File: config.mk
export PLATFORM = sky130hd
export DESIGN_NAME = qjht_queue
export DESIGN_NICKNAME = d
export VERILOG_FILES = /design/src/sv/qjht_pkg.sv /design/src/sv/qjht_queue.sv
export SDC_FILE = /design/constraint.sdc
export NUM_CORES = 1
export LEC_CHECK = 0
export BUFFER_PORTS_ARGS = -buffer_cell sky130_fd_sc_hd__clkbuf_2
export CORE_MARGIN = 2
export CORE_UTILIZATION = 24
export DETAILED_ROUTE_END_ITERATION = 16
export HOLD_SLACK_MARGIN = 0.12
export PLACE_DENSITY = 0.39
export SYNTH_ARGS = -nofsm -noshare
export SYNTH_HDL_FRONTEND = slang
export SYNTH_SLANG_ARGS = --single-unit
File: constraint.sdc
create_clock -name clk -period 7.2 [get_ports clk]
set_input_delay 1.08 -clock clk [delete_from_list [all_inputs] [get_ports clk]]
set_output_delay 1.08 -clock clk [all_outputs]
set_load 0.01 [all_outputs]
File: src/sv/qjht_pkg.sv
// Shared types, codes and defaults for the quintic joint homing trajectory block.
package qjht_pkg;

  // Default number of joints served per control period.
  localparam int NUM_JOINTS_DEF = 16;
  // Depth of the queue between the front sequencer and the evaluation back end.
  localparam int QDEPTH = 4;

  localparam logic [23:0] TICK_MAX = 24'hFFFFFF;
  localparam logic [30:0] ONE_Q30  = 31'h40000000;

  // Configuration register indexes.
  localparam logic [1:0] REG_INIT_WAIT = 2'd0;
  localparam logic [1:0] REG_TRANS     = 2'd1;
  localparam logic [1:0] REG_RECIP     = 2'd2;
  localparam logic [1:0] REG_VSCALE    = 2'd3;

  // Configuration reset values.
  localparam logic [23:0] INIT_WAIT_RST = 24'd1000;
  localparam logic [23:0] TRANS_RST     = 24'd2000;
  localparam logic [31:0] RECIP_RST     = 32'd2147484;
  localparam logic [31:0] VSCALE_RST    = 32'd32768;

  // Reported status codes.
  localparam logic [1:0] ST_IDLE = 2'd0;
  localparam logic [1:0] ST_RUN  = 2'd1;
  localparam logic [1:0] ST_STOP = 2'd2;

  typedef enum logic [1:0] {PH_WAIT, PH_CAPT, PH_TRAJ, PH_STOP} phase_t;

  // What the back end does with one queued item.
  typedef enum logic [1:0] {OP_PASS, OP_CAPT, OP_EVAL, OP_HOLD} op_t;

  typedef enum logic [3:0] {
    B_IDLE, B_RD, B_HOLD, B_S, B_P2, B_P3, B_P4, B_P5, B_POLY,
    B_DPL, B_DPH, B_DVL, B_DVH, B_ML, B_MH, B_EMIT
  } bstate_t;

  typedef struct packed {
    logic [23:0] init_wait;
    logic [23:0] trans;
    logic [31:0] recip;
    logic [31:0] vscale;
  } cfg_t;

  typedef struct packed {
    op_t                op;
    logic [3:0]         joint;
    logic signed [31:0] cur;
    logic signed [31:0] tgt;
    logic [23:0]        elapsed;
    logic [1:0]         status;
  } item_t;

endpackage

File: src/sv/qjht_queue.sv
// Short in-order queue of classified items between front and back end.
module qjht_queue (
  input  logic            clk,
  input  logic            rst,
  input  logic            push,
  input  qjht_pkg::item_t push_item,
  output logic            full,
  input  logic            pop,
  output qjht_pkg::item_t pop_item,
  output logic            empty
);

  localparam int PW = (qjht_pkg::QDEPTH > 1) ? $clog2(qjht_pkg::QDEPTH) : 1;

  qjht_pkg::item_t slots [qjht_pkg::QDEPTH];
  logic [PW-1:0]   wr_ptr;
  logic [PW-1:0]   rd_ptr;
  logic [PW:0]     count;

  assign full     = (count == (PW + 1)'(qjht_pkg::QDEPTH));
  assign empty    = (count == '0);
  assign pop_item = slots[rd_ptr];

  // Pointer and occupancy bookkeeping.
  always_ff @(posedge clk) begin
    if (rst) begin
      wr_ptr <= '0;
      rd_ptr <= '0;
      count  <= '0;
    end else begin
      if (push && !full) begin
        wr_ptr <= (wr_ptr == PW'(qjht_pkg::QDEPTH - 1)) ? '0 : wr_ptr + 1'b1;
      end
      if (pop && !empty) begin
        rd_ptr <= (rd_ptr == PW'(qjht_pkg::QDEPTH - 1)) ? '0 : rd_ptr + 1'b1;
      end
      count <= count + (PW + 1)'(push && !full) - (PW + 1)'(pop && !empty);
    end
  end

  // Entry storage.
  always_ff @(posedge clk) begin
    if (push && !full) begin
      slots[wr_ptr] <= push_item;
    end
  end

endmodule

* After elaboration in Yosys (flattened, before gate mapping)
Memories as Yosys holds them, arrays and structs flattened. A register that Yosys moved wholly into a read port is not among the register bits. Cells that the tools add are included. Widths: inputs -> output; s select.
Cells by class: multiplexer cells 6, reduce and logical (&&, ||, !) cells 5, equal/unequal tests 3, $add $sub $neg 4
Operators with widths (number):
- $mux 2 | 4
- $add 2x1->2 const B | 2
- $eq 2x2->1 const B | 2
- $add 3x1->3 | 1
- $eq 3x3->1 const B | 1
- $logic_not 3->1 | 1
- $sub 3x1->3 | 1
- $logic_and 1x1->1 | 2
- $logic_not 1->1 | 2
- $mux 1 | 2
Word-level totals: output and inout bits 98, flip-flop bits (word level) 7, bits of input ports 100, bits in writable memories 384, memories kept 1, logic and storage cells 22
Memory list:
- slots | depth 4, bits a word 96, read ports 1, clocked after Yosys merged registers in 1, write ports 1, RTL line qjht_queue.sv:15 | qjht_pkg::item_t slots [qjht_pkg::QDEPTH];

* Logic depth before layout (Yosys ltp)
depth after elaboration 5, gate-level depth with buffers 11, mapped depth without buffers 10

* Worst setup path before layout
Ideal clock, no wire load.
path kind input-to-reg, from in push, to mem slots[0][0] in the netlist's numbering (enable), required time 6.788 ns, setup time 0.412 ns, path buffers 0, stages 1, path slack 4.468 ns, arrival time 2.320 ns, cell sequence and3_2
Between the ends: longest elaborated chain between the ends 3
Ends and longest elaborated chain:
- from (decl) | RTL line qjht_queue.sv:5 | input logic push,
- $logic_and 1x1->1 | RTL line qjht_queue.sv:43 | if (push && !full) begin
- $mux 1 | RTL line qjht_queue.sv:43
- $mux 1 (not written as such) | RTL line qjht_queue.sv:44 | slots[wr_ptr] <= push_item;
- to (decl) | RTL line qjht_queue.sv:15
No other way between the ends.

==> impl_results.md <==
* Ys Warns at 0
* Final Max Slew Viols at 0
* Top cells by area, synth: edfxtp_1 80%, mux4_2 15%, dfxtp_1 1.3%
* Antenna violations before repair at 7
* Req. time, crit path at 6.12 ns
* Chip width at 248.3 microns
* Clock slew at reported path FFs at 0.06 ns
* Critical setup path kind: reg2out
* Sum of negative setup slack at 0 ns
* Min-delay worst type: reg2reg
* Max-slew headroom at 0.2566
* Worst Path Arrival at 2.99 ns
* Area share of the largest cell type after synthesis at 0.8049
* Worst-path fanout max at 39
* Commonest non-fill, non-tap cell in the layout: edfxtp_1
* GP Congestion at 0.6566
* Delay of the slowest cell on the worst path at 0.91 ns
* Net Count, Synth at 660
* N_diodes at 0
* Worst IR drop on VDD at 145.2 uV
* Pwr per Cell Area at 356.2 mW/mm^2
* Gr ovfl total at 0
* Flops & latches, synth at 393
* Most frequent cells in the layout: 384 x edfxtp_1, 197 x clkbuf_2, 96 x mux4_2
* Buffers on Ports at 197
* Startpoint type of the worst setup path: flip-flop
* Drt total wl at 33570 microns
* # IOs at 198
* Vias in the first global route at 6975
* Setup violations, final at 0
* DRT antenna net count at 0
* CP Capture Type: output pin
* Final hold vios at 0
* Core Area at 0.05902 sq mm
* CTS H-tree depth at 2
* Area of the multi-input gates at 0.002447 sq mm
* FP Rows at 89
* Max Fclk at 246.0 MHz
* Layout cell share with drive strength beyond 1 at 0.4524
* Die area at 0.06166 sq mm
* CTS max path bufs at 3
* Post-Layout Cell Count at 1593
* Via density at 4.119
* TritonCTS clock tree: yes
* Syn Std Cell Area at 0.01433 sq mm
* Die Height at 248.3 microns
* Total CTS buffers at 47
* Initial drt markers at 309
* Avg Inst Size Synth at 25.95 sq um
* Register area at 0.01172 sq mm
* Post-synth top flop: edfxtp_1
* Period utilization at 0.5646
* Vias at 6561
* Post_cts resized at 0
* Minimum clock period at 4.065 ns
* Status: finished clean
* Async S/R FF share, synth at 0
* Slew @ Worst Pin at 1.115 ns
* Clock Sink Count at 393
* Static leakage at 0.005828 uW
* Fin nets at 890
* Post-Syn Instances at 552
* Post-synth EDFFs at 384
* Starting Density at 0.2427
* Placed Instances at 1506
* Number of max-cap violations at 0
* Min Hold Slack at 0.5343 ns
* Worst-skew pair later-pin latency at 0.57 ns
* CP bufs+invs at 2
* Total power at 6295 uW
* Critical Path Slowest Stage Cell: dfxtp_4
* Crit path cell chain: buf_4 -> mux4_2 -> clkbuf_2
* Clock skew at 0.01438 ns
* Drt wl/cell at 21.08 microns
* Clock Tree Root: clkbuf_16
* CP top delay family: flip-flops
* RSZ-0062 raised after global routing: no
* First-pass GRT wire length at 48420 microns
* Pin count of the biggest net entering global routing at 66
* Post-CTS Setup Inserts at 0
* Top cell type by total area after synthesis: edfxtp_1
* Detailed Place HPWL at 19820 microns
* Post-synthesis cell type count at 24
* # hold bufs at CTS at 0
* Area grow syn2layout at 23.36%
* Pre-Repair DR Iteration Count at 4
* Fillers at 5776
* Number of remaining DRC errors at 0
* Post-synthesis sequential area ratio at 0.8175
* GRT Total Usage at 0.1081
## synthesized netlist by cell type, types with 2 or more instances
cell / n
a21oi_1: 2
and3_2: 4
buf_2: 11
buf_6: 7
clkbuf_1: 5
dfxtp_1: 9
edfxtp_1: 384
ha_1: 7
inv_1: 8
mux4_2: 96
nand3_1: 2
nor2_1: 2
nor2b_1: 2
nor3_1: 2
xnor2_1: 2
## cell type report
type                       instances  share of cell area
sequential                       393              0.6631
tap                              773             0.05473
clock inverter                    29             0.01437
inverter                           8            0.001699
timing repair buffer             204             0.05876
clock buffer                      58             0.06889
multi-input combinational        128              0.1385
## state kept, by name (all words and copies together), names as in the netlist, named ones only
signal,flops
count,3
rd_ptr,2
wr_ptr,2
slots,384
## power by group
group / switching, uW / leakage [uW] / internal (uW) / total, uW
logic: 618 / 0.00152 / 521 / 1140
clock network: 924 / 0.000715 / 1340 / 2270
registers: 118 / 0.00359 / 2770 / 2890
total: 1660 / 0.00583 / 4630 / 6300
## worst reg2reg max path, cell delays in order (launching register included)
cell     delay [ns]
dfxtp_1        0.39
or3b_1         0.34
and3_4         0.64
buf_4          0.91
## routing by layer
layer / track usage / up-vias / routed length (microns)
met3: 0.03846 / 63 / 2308
li1: - / 2847 / -
met5: 0 / - / 93
met4: 0.03239 / 14 / 732
met1: 0.1485 / 3470 / 15390
met2: 0.1603 / 167 / 15050
## worst paths after layout
| kind | start | depth (start not counted) | slack, ns | to |
|---|---|---|---|---|
| setup / recovery | flip-flop | 3 | 3.13 | pop_item[84] |
| hold / removal | rd_ptr[0] | 2 | 0.53 | flip-flop |
| setup reg to reg | count[1] | 3 | 4.40 | slots[1][26] |
| hold reg to reg | rd_ptr[0] | 2 | 0.53 | flip-flop |
## per-stage QoR
stage	worst slack, ns	cell area (sq um)	util
final	3.135	17670	0.2994
after CTS	2.900	17670	0.2994
after global routing	2.776	17670	0.2994
after floorplan	4.468	14330	-
after global placement	3.537	16200	0.2745
after detailed placement	3.543	16200	0.2745
## cells by family after synthesis
kind of cell | synth area share
flops | 0.8175
buf+inv | 0.01275
fa+ha+maj | 0.007511
xor+xnor | 0.001223
compound gates | 0.002620
simple gates | 0.006813
mux | 0.1516
No activity file was read; power rests on OpenSTA's default activity.
