File: src/sv/qjht_pkg.sv
// Shared types, codes and defaults for the quintic joint homing trajectory block.
package qjht_pkg;

  // Default number of joints served per control period.
  localparam int NUM_JOINTS_DEF = 16;
  // Depth of the queue between the front sequencer and the evaluation back end.
  localparam int QDEPTH = 4;

  localparam logic [23:0] TICK_MAX = 24'hFFFFFF;
  localparam logic [30:0] ONE_Q30  = 31'h40000000;

  // Configuration register indexes.
  localparam logic [1:0] REG_INIT_WAIT = 2'd0;
  localparam logic [1:0] REG_TRANS     = 2'd1;
  localparam logic [1:0] REG_RECIP     = 2'd2;
  localparam logic [1:0] REG_VSCALE    = 2'd3;

  // Configuration reset values.
  localparam logic [23:0] INIT_WAIT_RST = 24'd1000;
  localparam logic [23:0] TRANS_RST     = 24'd2000;
  localparam logic [31:0] RECIP_RST     = 32'd2147484;
  localparam logic [31:0] VSCALE_RST    = 32'd32768;

  // Reported status codes.
  localparam logic [1:0] ST_IDLE = 2'd0;
  localparam logic [1:0] ST_RUN  = 2'd1;
  localparam logic [1:0] ST_STOP = 2'd2;

  typedef enum logic [1:0] {PH_WAIT, PH_CAPT, PH_TRAJ, PH_STOP} phase_t;

  // What the back end does with one queued item.
  typedef enum logic [1:0] {OP_PASS, OP_CAPT, OP_EVAL, OP_HOLD} op_t;

  typedef enum logic [3:0] {
    B_IDLE, B_RD, B_HOLD, B_S, B_P2, B_P3, B_P4, B_P5, B_POLY,
    B_DPL, B_DPH, B_DVL, B_DVH, B_ML, B_MH, B_EMIT
  } bstate_t;

  typedef struct packed {
    logic [23:0] init_wait;
    logic [23:0] trans;
    logic [31:0] recip;
    logic [31:0] vscale;
  } cfg_t;

  typedef struct packed {
    op_t                op;
    logic [3:0]         joint;
    logic signed [31:0] cur;
    logic signed [31:0] tgt;
    logic [23:0]        elapsed;
    logic [1:0]         status;
  } item_t;

endpackage

File: src/sv/qjht_front.sv
// Front end: accepts joint items, runs the phase sequencer and classifies each item.
module qjht_front #(
  parameter int NUM_JOINTS = qjht_pkg::NUM_JOINTS_DEF
) (
  input  logic               clk,
  input  logic               rst,
  input  qjht_pkg::cfg_t     cfg,
  input  logic               in_valid,
  output logic               in_ready,
  input  logic [3:0]         joint,
  input  logic signed [31:0] cur,
  input  logic signed [31:0] tgt,
  input  logic               last,
  output logic               push,
  output qjht_pkg::item_t    item,
  input  logic               full
);

  qjht_pkg::phase_t phase;
  qjht_pkg::phase_t phase_next;
  logic [23:0]      elapsed;
  logic [23:0]      elapsed_next;
  logic             accept;
  logic             jvalid;

  assign in_ready = !full;
  assign accept   = in_valid && !full;
  assign push     = accept;
  assign jvalid   = (int'(joint) < NUM_JOINTS);

  always_ff @(posedge clk) begin
    if (rst) begin
      phase   <= qjht_pkg::PH_WAIT;
      elapsed <= '0;
    end else begin
      phase   <= phase_next;
      elapsed <= elapsed_next;
    end
  end

  // The item that closes a control period advances the sequencer.
  always_comb begin
    phase_next   = phase;
    elapsed_next = elapsed;
    if (accept && last) begin
      unique case (phase)
        qjht_pkg::PH_WAIT: begin
          if (elapsed >= cfg.init_wait) begin
            phase_next   = qjht_pkg::PH_CAPT;
            elapsed_next = '0;
          end else if (elapsed != qjht_pkg::TICK_MAX) begin
            elapsed_next = elapsed + 24'd1;
          end
        end
        qjht_pkg::PH_CAPT: begin
          phase_next   = qjht_pkg::PH_TRAJ;
          elapsed_next = '0;
        end
        qjht_pkg::PH_TRAJ: begin
          if (elapsed > cfg.trans || elapsed == qjht_pkg::TICK_MAX) begin
            phase_next = qjht_pkg::PH_STOP;
          end else begin
            elapsed_next = elapsed + 24'd1;
          end
        end
        qjht_pkg::PH_STOP: begin
          phase_next = qjht_pkg::PH_STOP;
        end
        default: phase_next = qjht_pkg::PH_WAIT;
      endcase
    end
  end

  // Classify the item by phase and joint range.
  always_comb begin
    item.joint   = joint;
    item.cur     = cur;
    item.tgt     = tgt;
    item.elapsed = elapsed;
    item.op      = qjht_pkg::OP_PASS;
    item.status  = qjht_pkg::ST_IDLE;
    unique case (phase)
      qjht_pkg::PH_WAIT: begin
        item.status = qjht_pkg::ST_IDLE;
      end
      qjht_pkg::PH_CAPT: begin
        item.status = qjht_pkg::ST_RUN;
        if (jvalid) item.op = qjht_pkg::OP_CAPT;
      end
      qjht_pkg::PH_TRAJ: begin
        item.status = qjht_pkg::ST_RUN;
        if (jvalid) begin
          item.op = (elapsed <= cfg.trans) ? qjht_pkg::OP_EVAL : qjht_pkg::OP_HOLD;
        end
      end
      qjht_pkg::PH_STOP: begin
        item.status = qjht_pkg::ST_STOP;
        if (jvalid) item.op = qjht_pkg::OP_HOLD;
      end
      default: item.status = qjht_pkg::ST_IDLE;
    endcase
  end

endmodule

File: config.mk
export PLATFORM = sky130hd
export DESIGN_NAME = qjht_front
export DESIGN_NICKNAME = d
export VERILOG_FILES = /design/src/sv/qjht_pkg.sv /design/src/sv/qjht_front.sv
export SDC_FILE = /design/constraint.sdc
export NUM_CORES = 1
export LEC_CHECK = 0
export BUFFER_PORTS_ARGS = -buffer_cell sky130_fd_sc_hd__buf_2
export CAP_MARGIN = 25
export CORE_AREA = 2 2 110 112
export CTS_BUF_LIST = sky130_fd_sc_hd__clkbuf_16
export DETAILED_ROUTE_END_ITERATION = 12
export DIE_AREA = 0 0 112 114
export PLACE_DENSITY = 0.66
export SLEW_MARGIN = 20
export SYNTH_ARGS = -nofsm -noshare
export SYNTH_HDL_FRONTEND = slang
export SYNTH_SLANG_ARGS = --single-unit
File: constraint.sdc
create_clock -name clk -period 3.7 [get_ports clk]
set_input_delay 1.11 -clock clk [delete_from_list [all_inputs] [get_ports clk]]
set_output_delay 1.11 -clock clk [all_outputs]
set_load 0.1 [all_outputs]
---- Yosys cells after proc, flatten, opt, wreduce, memory -nomap -nowiden ----
Index checks and enable logic that the tools add are counted.
operators by class
  $lt $le $gt $ge ......................... 3
  muxes and demuxes ....................... 10
  add/sub/neg operators ................... 1
  equality and inequality tests ........... 9
  reduce and logical (&&, ||, !) cells .... 9
operator list
  kind                                            count
  two-way mux 24 bit                              3
  case mux 24 bit (3 select lines)                1
  adder 24 x 1 -> 24 bit (second input constant)  1
  == test 24 bit (second input constant)          1
  greater-or-equal comparator 24 bit              1
  greater-than comparator 24 bit                  1
  <= comparator 24 bit                            1
  inequality test 24 bit (second input constant)  1
  case mux 2 bit (3 select lines)                 2
  case mux 2 bit (4 select lines)                 1
  inequality test 2 bit (second input constant)   3
  == test 2 bit (second input constant)           2
  two-way mux 2 bit                               2
  AND reduction 4 bit                             1
  inequality test 3 bit (second input constant)   1
  AND reduction 3 bit                             1
  nonzero test 3 bit                              1
  == test 2 x 1 -> 1 bit (second input constant)  1
  logical AND 1 bit                               2
  logical NOT 2 bit                               1
  OR reduction 2 bit                              1
  logical NOT 1 bit                               1
  logical OR 1 bit                                1
  two-way mux 1 bit                               1
storage, ports and cells
  word-level logic and storage cells ...... 34
  flip-flop bits (word level) ............. 26

---- Logic depth before layout (Yosys ltp) ----
Gate-level depths: netlist (run 1).
  word-level depth ........................ 4
  depth in mapped cells ................... 10
  gate-level depth less buffers ........... 9

---- Worst setup path after synthesis (run 1) ----
Ideal clock, no wire load.
  path type ............................... flip-flop to output port
  start point ............................. register elapsed[21]
  end point ............................... output item[94] (netlist bit)
  arrival time ............................ 3,447 ps
  cell stages (with the launch flop) ...... 9
  buffers on the path ..................... 0
  setup slack ............................. -857 ps
  cell sequence ........................... dfxtp_1 -> ha_1 -> a21o_1 -> a21o_1 -> a221oi_1 -> o2111a_1 -> nor3_1 -> o21ai_0 -> o21ai_0
RTL lines
  item                    line              RTL
  from (decl)             qjht_front.sv:21  logic [23:0] elapsed;
  from (signal assigned)  qjht_front.sv:37  elapsed <= elapsed_next;
  to (decl)               qjht_front.sv:15  output qjht_pkg::item_t item,

==> flow_metrics.env, run 1 <==
export IMPL_critPathArrivalTime_ns=2.84
export IMPL_synthDominantCellAreaShare=0.197
export IMPL_boundaryPins=283
export IMPL_finalHoldViolations=0
export IMPL_synth_enable_flop_cells=0
export IMPL_hold_path_endpoint="elapsed[0]"
export IMPL_postSynth_topFlopCell="dfxtp_1"
export IMPL_first_pass_drt_iterations=5
export IMPL_setup_worst_path_start_class="input pin"
export IMPL_holdCritStartpoint="elapsed[0]"
export IMPL_worst_setup_path_end_kind="primary output"
export IMPL_initial_core_util=0.293
export IMPL_post_synth_main_area_contributors="ha_1, dfxtp_1, buf_4"
export IMPL_post_route_drc_count=0
export IMPL_rsz0062_at_grt="yes"
export IMPL_clock_tree_htree_level_count=1
export IMPL_criticalPathCategory="in -> out"
export IMPL_worst_r2r_path_depth=8
export IMPL_setup_viols_final=21
export IMPL_root_buffer="clkbuf_16"
export IMPL_critical_path_max_stage_delay_ns=0.26
export IMPL_relSlewSlack=0.287
export IMPL_vias=3381
export IMPL_final_max_slew_viol_count=0
export IMPL_synth_seq_area_share=0.152
export IMPL_postLayoutSetupSlackWorst_ns=-0.248
export IMPL_worstPathMaxFanout=3
export IMPL_overall_global_routing_usage=0.150
export IMPL_cts_made_buffers=3
export IMPL_tightestPinTransition_ns=1.06
export IMPL_cp_data_required_time_ns=2.59
export IMPL_final_min_clock_period_ns=3.95
export IMPL_numClockSinks=26
export IMPL_path_common_cell="and4_4"
export IMPL_leakagePower_nw=1.89
export IMPL_post_dp_cell_area_um2=3750
export IMPL_path_cells="buf_2 -> inv_1 -> ha_1 -> and4_4 -> and4_4 -> o211ai_1 -> o2111a_1 -> nor3_2 -> o21ai_1 -> o21ai_2 -> buf_12"
export IMPL_cts_tree="done"
export IMPL_synth_yosys_warnings=0
export IMPL_rr_endpoint="elapsed[14]"
export IMPL_grt_pass1_wl_um=15900
export IMPL_placementRows=40
export IMPL_drt_first_iter_violations=234
export IMPL_power_share_clock=0.379
export IMPL_critical_path_top_delay_family="simple AND/OR/NAND/NOR gates"
export IMPL_routed_wire_length_per_instance_um=15.6
export IMPL_r2r_start="elapsed[11]"
export IMPL_postLayoutCellArea_um2=4040
export IMPL_core_area_um2=11700
export IMPL_async_reset_ff_frac=0
export IMPL_violations="negative setup slack"
export IMPL_die_height_um=114
export IMPL_via_count_of_the_first_global_routing_pass=3297
export IMPL_power_ir_vdd_worst_uv=96.6
export IMPL_critical_path_slowest_cell="ha_1"
export IMPL_pwr_density_cell_nw_per_um2=162
export IMPL_cts_clk_slew_worst_paths_ns=0.07
export IMPL_globalplace_congestion=0.848
export IMPL_num_antenna_cells=0
export IMPL_syn_avg_cell_area_um2=7.68
export IMPL_tightest_hold_check_type="reg -> reg"
export IMPL_finalNetCount=725
export IMPL_timing_critical_path_depth=11
export IMPL_fmax_mhz=253
export IMPL_total_switching_power_uw=179
export IMPL_die_x_um=112
export IMPL_holdBufCountCts=0
export IMPL_drt_antenna_violating_nets=0
export IMPL_overflow=0
export IMPL_min_path_cells=2
export IMPL_netlist_cell_type_count=47
export IMPL_timing_final_crit_share=1.07
export IMPL_timing_max_cap_violations=0
export IMPL_post_cts_setup_buffer_count=0
export IMPL_clock_insertion_delay_worst_skew_ns=0.26
export IMPL_internal_power_uw=478
export IMPL_post_synth_top_area_cell="ha_1"
export IMPL_port_buffer_count=82
export IMPL_run_status="finished, violations left"
export IMPL_post_synth_inst_count=446
export IMPL_critical_path_buf_inv_count=3
export IMPL_netlist_area_um2=3430
export IMPL_swShare=0.272
export IMPL_finalPower_uw=657
export IMPL_pwr_share_comb=0.193
export IMPL_initial_antenna_violation_count=0
export IMPL_place_hpwl_um=7580
export IMPL_routed_wirelength_um=9840
export IMPL_clock_path_buffers=2
export IMPL_pin_count_of_the_biggest_net_entering_global_routing=30
export IMPL_synth_seq_cells=26
export IMPL_r2r_setup_slack_ns=0.11
export IMPL_max_clock_skew_ns=0.00475
export IMPL_layout_area_overhead_vs_synth_pct=18.0
export IMPL_avgViaCountPerCell=5.35
export IMPL_syn_num_nets=685
export IMPL_p_seq_frac=0.428
export IMPL_final_layout_size_suffix_gt1_frac=0.344
export IMPL_die_area_um2=12800
export IMPL_fin_worst_hold_slack_ns=0.602
[cells by family after synthesis]
| logic type | count (synthesis) | synth area share |
|---|---|---|
| AO/OA/AOI/OAI | 106 | 0.240 |
| AND/OR/NAND/NOR | 122 | 0.182 |
| flip-flops | 26 | 0.152 |
| adder cells (fa/ha/maj) | 54 | 0.197 |
| buffers and inverters | 138 | 0.229 |
[worst max-delay path by stage]
stage,start,end,slack [ns]
floorplan,elapsed[21],item[94],-0.27
global placement,cfg[83],item[94],-0.46
detailed placement,cfg[83],item[94],-0.49
CTS,cfg[85],item[94],-0.25
global route,cfg[84],item[94],-0.37
finish,cfg[84],item[94],-0.25
[metrics by stage]
| step | setup slack [ns] | utilization | TNS [ns] | std cells |
|---|---|---|---|---|
| 3_5_place_dp | -0.491 | 0.320 | -5.15 | 628 |
| 6_report | -0.248 | 0.345 | -0.954 | 632 |
| 5_1_grt | -0.368 | 0.345 | -4.01 | 632 |
| 3_3_place_gp | -0.459 | 0.320 | -4.29 | 628 |
| 2_1_floorplan | -0.270 | - | -0.294 | 446 |
| 4_1_cts | -0.247 | 0.342 | -0.247 | 632 |
[metal layers]
metal	vias to the layer above	routed length, um	track usage
met5	-	0	0
met4	0	216	0.0504
met3	32	859	0.0303
met2	166	4600	0.258
met1	1549	4160	0.190
li1	1634	-	-
[worst reg2reg max path, cell delays in order, from the launching register on]
cell,delay [ns]
dfxtp_1,0.52
nand3_1,0.19
or4_4,0.59
nor4_2,0.35
nand4_1,0.24
o31ai_2,0.90
a211oi_2,0.19
buf_4,0.25
a32o_1,0.24
[timing repair]
action,4_1_cts,5_1_grt
gates resized for setup,35,7
hold endpoints to repair,0,0
gates cloned,0,0
pin swaps,22,4
endpoints found under the setup margin,1,22
[cells in the final DEF (no fill, tap or decap), types with 8 or more instances in the layout]
master,instances
buf_2,80
a32o_1,20
ha_4,12
a221o_1,10
dfxtp_1,26
o21ai_0,8
nand2_1,38
nor2_1,17
buf_4,35
nor3_1,16
o221ai_1,10
ha_1,42
a21oi_1,21
nand3_1,13
inv_1,46
[state kept, by name (all words and copies together), names as in the netlist]
name     cells
elapsed     24
phase        2
[synth_stat cells (2+ instances only)]
cell	instances
dfxtp_1	26
and3_1	4
o311ai_0	2
a211oi_1	3
nor3_1	18
o221a_1	2
nor2_1	17
inv_1	54
a311oi_1	2
nor4_1	5
o2111ai_1	2
o211ai_1	4
a21oi_1	25
or4_4	2
o21ai_0	13
nor3b_1	4
clkbuf_1	11
buf_4	68
and2_1	2
nand2_1	38
and4_1	5
a221o_1	10
nor2b_1	4
ha_1	54
nand4_1	3
o221ai_1	10
a32o_1	20
buf_2	3
o21a_1	2
a21o_1	3
or2_2	2
nand3_1	13
[power groups by stage]
stage	Combinational (mW)	Sequential [mW]	Clock (mW)
6_report	0.126	0.281	0.249
4_1_cts	0.125	0.281	0.254
5_1_grt	0.143	0.281	0.264
2_1_floorplan	0.407	0.292	0
3_5_place_dp	0.114	0.288	0
3_3_place_gp	0.109	0.288	0
[final cells by class]
cell class | count | area [um2]
repair buffers | 118 | 714
well taps | 147 | 184
inverters | 55 | 209
multi-input cells | 282 | 2340
fillers | 1253 | 7670
flip-flops and latches | 26 | 520
clock inverters | 1 | 3.75
clock buffers | 3 | 75.1
(Power assumes the default switching activity.)
==> run 2, diff against run 1 <==
==> constraint.sdc (replaced) <==
create_clock -name clk -period 3.7 [get_ports clk]
set_input_delay 0.74 -clock clk [delete_from_list [all_inputs] [get_ports clk]]
set_output_delay 0.74 -clock clk [all_outputs]
set_load 0.1 [all_outputs]
==> flow_metrics.env, run 2 (same netlist as run 1, synthesis figures left out) <==
export IMPL_cts_clk_slew_worst_paths_ns=0.07
export IMPL_mostFrequentLayoutCells="buf_2, inv_1, ha_1"
export IMPL_tightest_hold_check_type="reg -> reg"
export IMPL_overall_global_routing_usage=0.145
export IMPL_vias=3353
export IMPL_power_ir_vdd_worst_uv=144
export IMPL_cp_data_required_time_ns=2.96
export IMPL_power_share_clock=0.392
export IMPL_first_pass_drt_iterations=5
export IMPL_final_cells=617
export IMPL_avgViaCountPerCell=5.43
export IMPL_final_max_slew_viol_count=0
export IMPL_max_clock_skew_ns=0.00193
export IMPL_post_dp_cell_area_um2=3640
export IMPL_globalplace_congestion=0.858
export IMPL_root_buffer="clkbuf_16"
export IMPL_postLayoutSetupSlackWorst_ns=0.251
export IMPL_setup_worst_path_start_class="input pin"
export IMPL_relSlewSlack=0.578
export IMPL_routed_wire_length_per_instance_um=15.8
export IMPL_drt_first_iter_violations=255
export IMPL_die_x_um=112
export IMPL_core_area_um2=11700
export IMPL_fmax_mhz=290
export IMPL_die_area_um2=12800
export IMPL_layout_commonest_cell="buf_2"
export IMPL_postLayoutCellArea_um2=3720
export IMPL_initial_core_util=0.293
export IMPL_total_switching_power_uw=172
export IMPL_run_status="finished clean"
export IMPL_rsz0062_at_grt="no"
export IMPL_placedCellCount=613
export IMPL_largest_reg_flops=24
export IMPL_tightestPinTransition_ns=0.633
export IMPL_numClockSinks=26
export IMPL_cts_made_buffers=3
export IMPL_clock_insertion_delay_worst_skew_ns=0.26
export IMPL_r2r_setup_slack_ns=0.51
export IMPL_max_flop_register="elapsed"
export IMPL_clock_tree_htree_level_count=1
export IMPL_final_layout_size_suffix_gt1_frac=0.251
export IMPL_via_count_of_the_first_global_routing_pass=3206
export IMPL_die_height_um=114
export IMPL_finalNetCount=710
export IMPL_routed_wirelength_um=9720
export IMPL_initial_antenna_violation_count=0
export IMPL_overflow=0
export IMPL_worst_setup_path_end_kind="primary output"
export IMPL_pwr_density_cell_nw_per_um2=172
export IMPL_swShare=0.269
export IMPL_critical_path_slowest_cell="nor3_1"
export IMPL_pin_count_of_the_biggest_net_entering_global_routing=30
export IMPL_pwr_share_comb=0.168
export IMPL_place_hpwl_um=7610
export IMPL_critical_path_max_stage_delay_ns=0.33
export IMPL_post_route_drc_count=0
export IMPL_num_antenna_cells=0
export IMPL_leakagePower_nw=1.81
export IMPL_port_buffer_count=82
export IMPL_post_cts_setup_buffer_count=0
export IMPL_criticalPathCategory="in -> out"
export IMPL_timing_max_cap_violations=0
export IMPL_critPathArrivalTime_ns=2.71
export IMPL_holdBufCountCts=0
export IMPL_final_min_clock_period_ns=3.45
export IMPL_setup_viols_final=0
export IMPL_worstPathMaxFanout=3
export IMPL_gr_usage_met1=0.181
export IMPL_boundaryPins=283
export IMPL_layout_area_overhead_vs_synth_pct=8.69
export IMPL_biggestRegsByFlops="elapsed: 24 flops, phase: 2 flops"
export IMPL_drt_antenna_violating_nets=0
export IMPL_met2_usage=0.240
export IMPL_finalHoldViolations=0
export IMPL_final_core_utilization=0.318
export IMPL_grt_busiest_layer="met2"
export IMPL_timing_final_crit_share=0.932
export IMPL_placementRows=40
export IMPL_dpl_worst_slack_ns=0.0438
export IMPL_setup_total_negative_slack_ns=0
export IMPL_num_fill_cells=1266
export IMPL_path_cells="buf_2 -> inv_1 -> ha_1 -> and4_1 -> and4_1 -> nand2_1 -> nor3_1 -> nor3_1 -> o21ai_0 -> o21ai_2 -> buf_12"
export IMPL_grtUsageMet3=0.0361
export IMPL_internal_power_uw=467
export IMPL_p_seq_frac=0.440
export IMPL_grt_pass1_wl_um=15300
export IMPL_cts_tree="done"
export IMPL_clock_path_buffers=2
## run 2: critical path, delay by kind of cell
kind            cells  cell delay [ns]
simple gates        5             1.07
compound gates      2             0.32
fa+ha+maj           1             0.30
buf+inv             3             0.28
## run 2: final timing paths
kind | from | end | depth (start not counted)
hold / removal | elapsed[0] | elapsed[0] | 2
hold reg to reg | elapsed[0] | elapsed[0] | 2
setup / recovery | cfg[83] | item[94] | 11
setup reg to reg | elapsed[12] | elapsed[7] | 8
## run 2: routing by layer
metal  wire, um  share of wire
met1       4140           0.43
met2       4370           0.45
met3        910          0.094
met4        296          0.030
met5          0              0
## run 2: what timing repair did
item	in CTS	in global routing
hold endpoints to repair	0	0
resized for setup	0	1
endpoints found under the setup margin	0	20
## run 2: metrics by stage
step                      total power [mW]  hold WS (ns)
after floorplan                      0.698         0.539
after global placement               0.392         0.555
after detailed placement             0.396         0.581
after CTS                            0.641         0.594
after global routing                 0.666         0.620
final                                0.640         0.600
## run 2: power groups by stage
stage | Combinational, mW | Clock (mW) | Sequential [mW]
4_1_cts | 0.109 | 0.251 | 0.281
3_5_place_dp | 0.108 | 0 | 0.288
3_3_place_gp | 0.105 | 0 | 0.288
2_1_floorplan | 0.406 | 0 | 0.292
5_1_grt | 0.122 | 0.262 | 0.281
6_report | 0.108 | 0.251 | 0.281
## run 2: area by class of cell
cell class / count / area [um2] / share of cell area
Tap cell: 147 / 184 / 0.0494
Inverter: 55 / 206 / 0.0554
Clock inverter: 1 / 3.75 / 0.00101
Sequential cell: 26 / 520 / 0.140
Clock buffer: 3 / 75.1 / 0.0202
Multi-Input combinational cell: 282 / 2140 / 0.574
Timing Repair Buffer: 103 / 596 / 0.160
==> run 3, diff against run 2 <==
- RECOVER_POWER: not set -> 100
==> flow_metrics.env, run 3 (same netlist as run 1, synthesis figures left out) <==
export IMPL_run_status="finished clean"
export IMPL_path_cells="buf_2 -> inv_1 -> ha_1 -> and4_1 -> and4_1 -> o211ai_1 -> o2111a_1 -> nor3_1 -> o21ai_0 -> o21ai_2 -> buf_6"
export IMPL_tightestPinTransition_ns=1.18
export IMPL_globalplace_congestion=0.858
export IMPL_vias=3347
export IMPL_worstPathMaxFanout=3
export IMPL_timing_max_cap_violations=0
export IMPL_critical_path_max_stage_delay_ns=0.31
export IMPL_drt_first_iter_violations=291
export IMPL_timing_critical_path_depth=11
export IMPL_pwr_density_cell_nw_per_um2=174
export IMPL_pin_count_of_the_biggest_net_entering_global_routing=30
export IMPL_holdCritStartpoint="elapsed[0]"
export IMPL_cts_made_buffers=3
export IMPL_mostFrequentLayoutCells="inv_1, ha_1, buf_2"
export IMPL_max_flop_register="elapsed"
export IMPL_die_x_um=112
export IMPL_core_area_um2=11700
export IMPL_worst_r2r_path_depth=8
export IMPL_setup_worst_path_start_class="input pin"
export IMPL_postLayoutSetupSlackWorst_ns=0.221
export IMPL_overflow=0
export IMPL_setup_worst_path_start="cfg[83]"
export IMPL_power_ir_vdd_worst_uv=143
export IMPL_timing_final_crit_share=0.940
export IMPL_relSlewSlack=0.218
export IMPL_grt_pass1_wl_um=15300
export IMPL_worst_setup_path_end_kind="primary output"
export IMPL_tightest_hold_check_type="reg -> reg"
export IMPL_final_max_slew_viol_count=0
export IMPL_initial_antenna_violation_count=0
export IMPL_layout_area_overhead_vs_synth_pct=6.94
export IMPL_drt_antenna_violating_nets=0
export IMPL_dpl_worst_slack_ns=0.0438
export IMPL_post_route_drc_count=0
export IMPL_min_path_cells=2
export IMPL_setup_total_negative_slack_ns=0
export IMPL_initial_core_util=0.293
export IMPL_max_clock_skew_ns=0.00237
export IMPL_cp_data_required_time_ns=2.96
export IMPL_overall_global_routing_usage=0.145
export IMPL_num_antenna_cells=0
export IMPL_die_height_um=114
export IMPL_via_count_of_the_first_global_routing_pass=3206
export IMPL_finalNetCount=710
export IMPL_final_min_clock_period_ns=3.48
export IMPL_post_cts_setup_buffer_count=0
export IMPL_clock_path_buffers=2
export IMPL_first_pass_drt_iterations=5
export IMPL_largest_reg_flops=24
export IMPL_path_common_cell="and4_1"
export IMPL_finalHoldViolations=0
export IMPL_place_hpwl_um=7610
export IMPL_critical_path_top_delay_family="simple AND/OR/NAND/NOR gates"
export IMPL_criticalPathCategory="in -> out"
export IMPL_avgViaCountPerCell=5.42
export IMPL_routed_wirelength_um=9730
export IMPL_fmax_mhz=287
export IMPL_clock_insertion_delay_worst_skew_ns=0.26
export IMPL_final_layout_size_suffix_gt1_frac=0.183
export IMPL_die_area_um2=12800
export IMPL_num_fill_cells=1285
export IMPL_placementRows=40
export IMPL_rsz0062_at_grt="no"
export IMPL_holdBufCountCts=0
export IMPL_boundaryPins=283
export IMPL_critPathArrivalTime_ns=2.74
export IMPL_cts_clk_slew_worst_paths_ns=0.07
export IMPL_cts_tree="done"
export IMPL_critical_path_slowest_cell="and4_1"
export IMPL_port_buffer_count=82
export IMPL_clock_tree_htree_level_count=1
export IMPL_critical_path_buf_inv_count=3
export IMPL_leakagePower_nw=1.70
export IMPL_routed_wire_length_per_instance_um=15.8
export IMPL_r2r_start="elapsed[12]"
export IMPL_setup_viols_final=0
export IMPL_biggestRegsByFlops="elapsed: 24 flops, phase: 2 flops"
export IMPL_root_buffer="clkbuf_16"
export IMPL_numClockSinks=26
## run 3: layout make-up
cell class                 count  area, um2  area share
tap                          147        184      0.0502
clock inverter                 1       3.75     0.00102
clock buffer                   3       75.1      0.0205
multi-input combinational    282       2130       0.582
timing repair buffer         103        542       0.148
inverter                      55        206      0.0563
sequential                    26        520       0.142
## run 3: power by group
group	internal [mW]	leakage (nW)	total [mW]	switching, mW
clock network	0.145	0.0385	0.250	0.105
logic	0.0410	1.45	0.107	0.0656
registers	0.280	0.209	0.281	0.00109
## run 3: metal layers
| layer | up-vias | GRT usage | wire, um |
|---|---|---|---|
| met5 | - | 0 | 0 |
| met4 | 0 | 0.0577 | 283 |
| met3 | 35 | 0.0361 | 925 |
| met2 | 174 | 0.240 | 4420 |
| met1 | 1532 | 0.181 | 4100 |
| li1 | 1606 | - | - |
## run 3: path summary, 6_finish.rpt
kind	end	slack, ns
worst min register to register	elapsed[0]	0.60
worst max-delay path	item[94]	0.22
worst min-delay path	elapsed[0]	0.60
worst max register to register	elapsed[7]	0.31
## run 3: tightest hold or removal path, delay by kind of cell, from the launching register on
family,cells,cell delay (ns)
DFF,1,0.37
AOI/OAI and AO/OA,2,0.18
## run 3: through the flow
stage | power, mW | cells | util | area (um2) | hold WS [ns]
2_1_floorplan | 0.698 | 446 | - | 3430 | 0.539
3_3_place_gp | 0.392 | 613 | 0.311 | 3640 | 0.555
3_5_place_dp | 0.396 | 613 | 0.311 | 3640 | 0.581
4_1_cts | 0.641 | 617 | 0.317 | 3720 | 0.594
5_1_grt | 0.664 | 617 | 0.313 | 3660 | 0.616
6_report | 0.638 | 617 | 0.313 | 3660 | 0.602
## run 3: repair_timing
action / in CTS / in global routing
setup endpoints to repair: 0 / 20
hold endpoints to repair: 0 / 0
resized for setup: 0 / 1
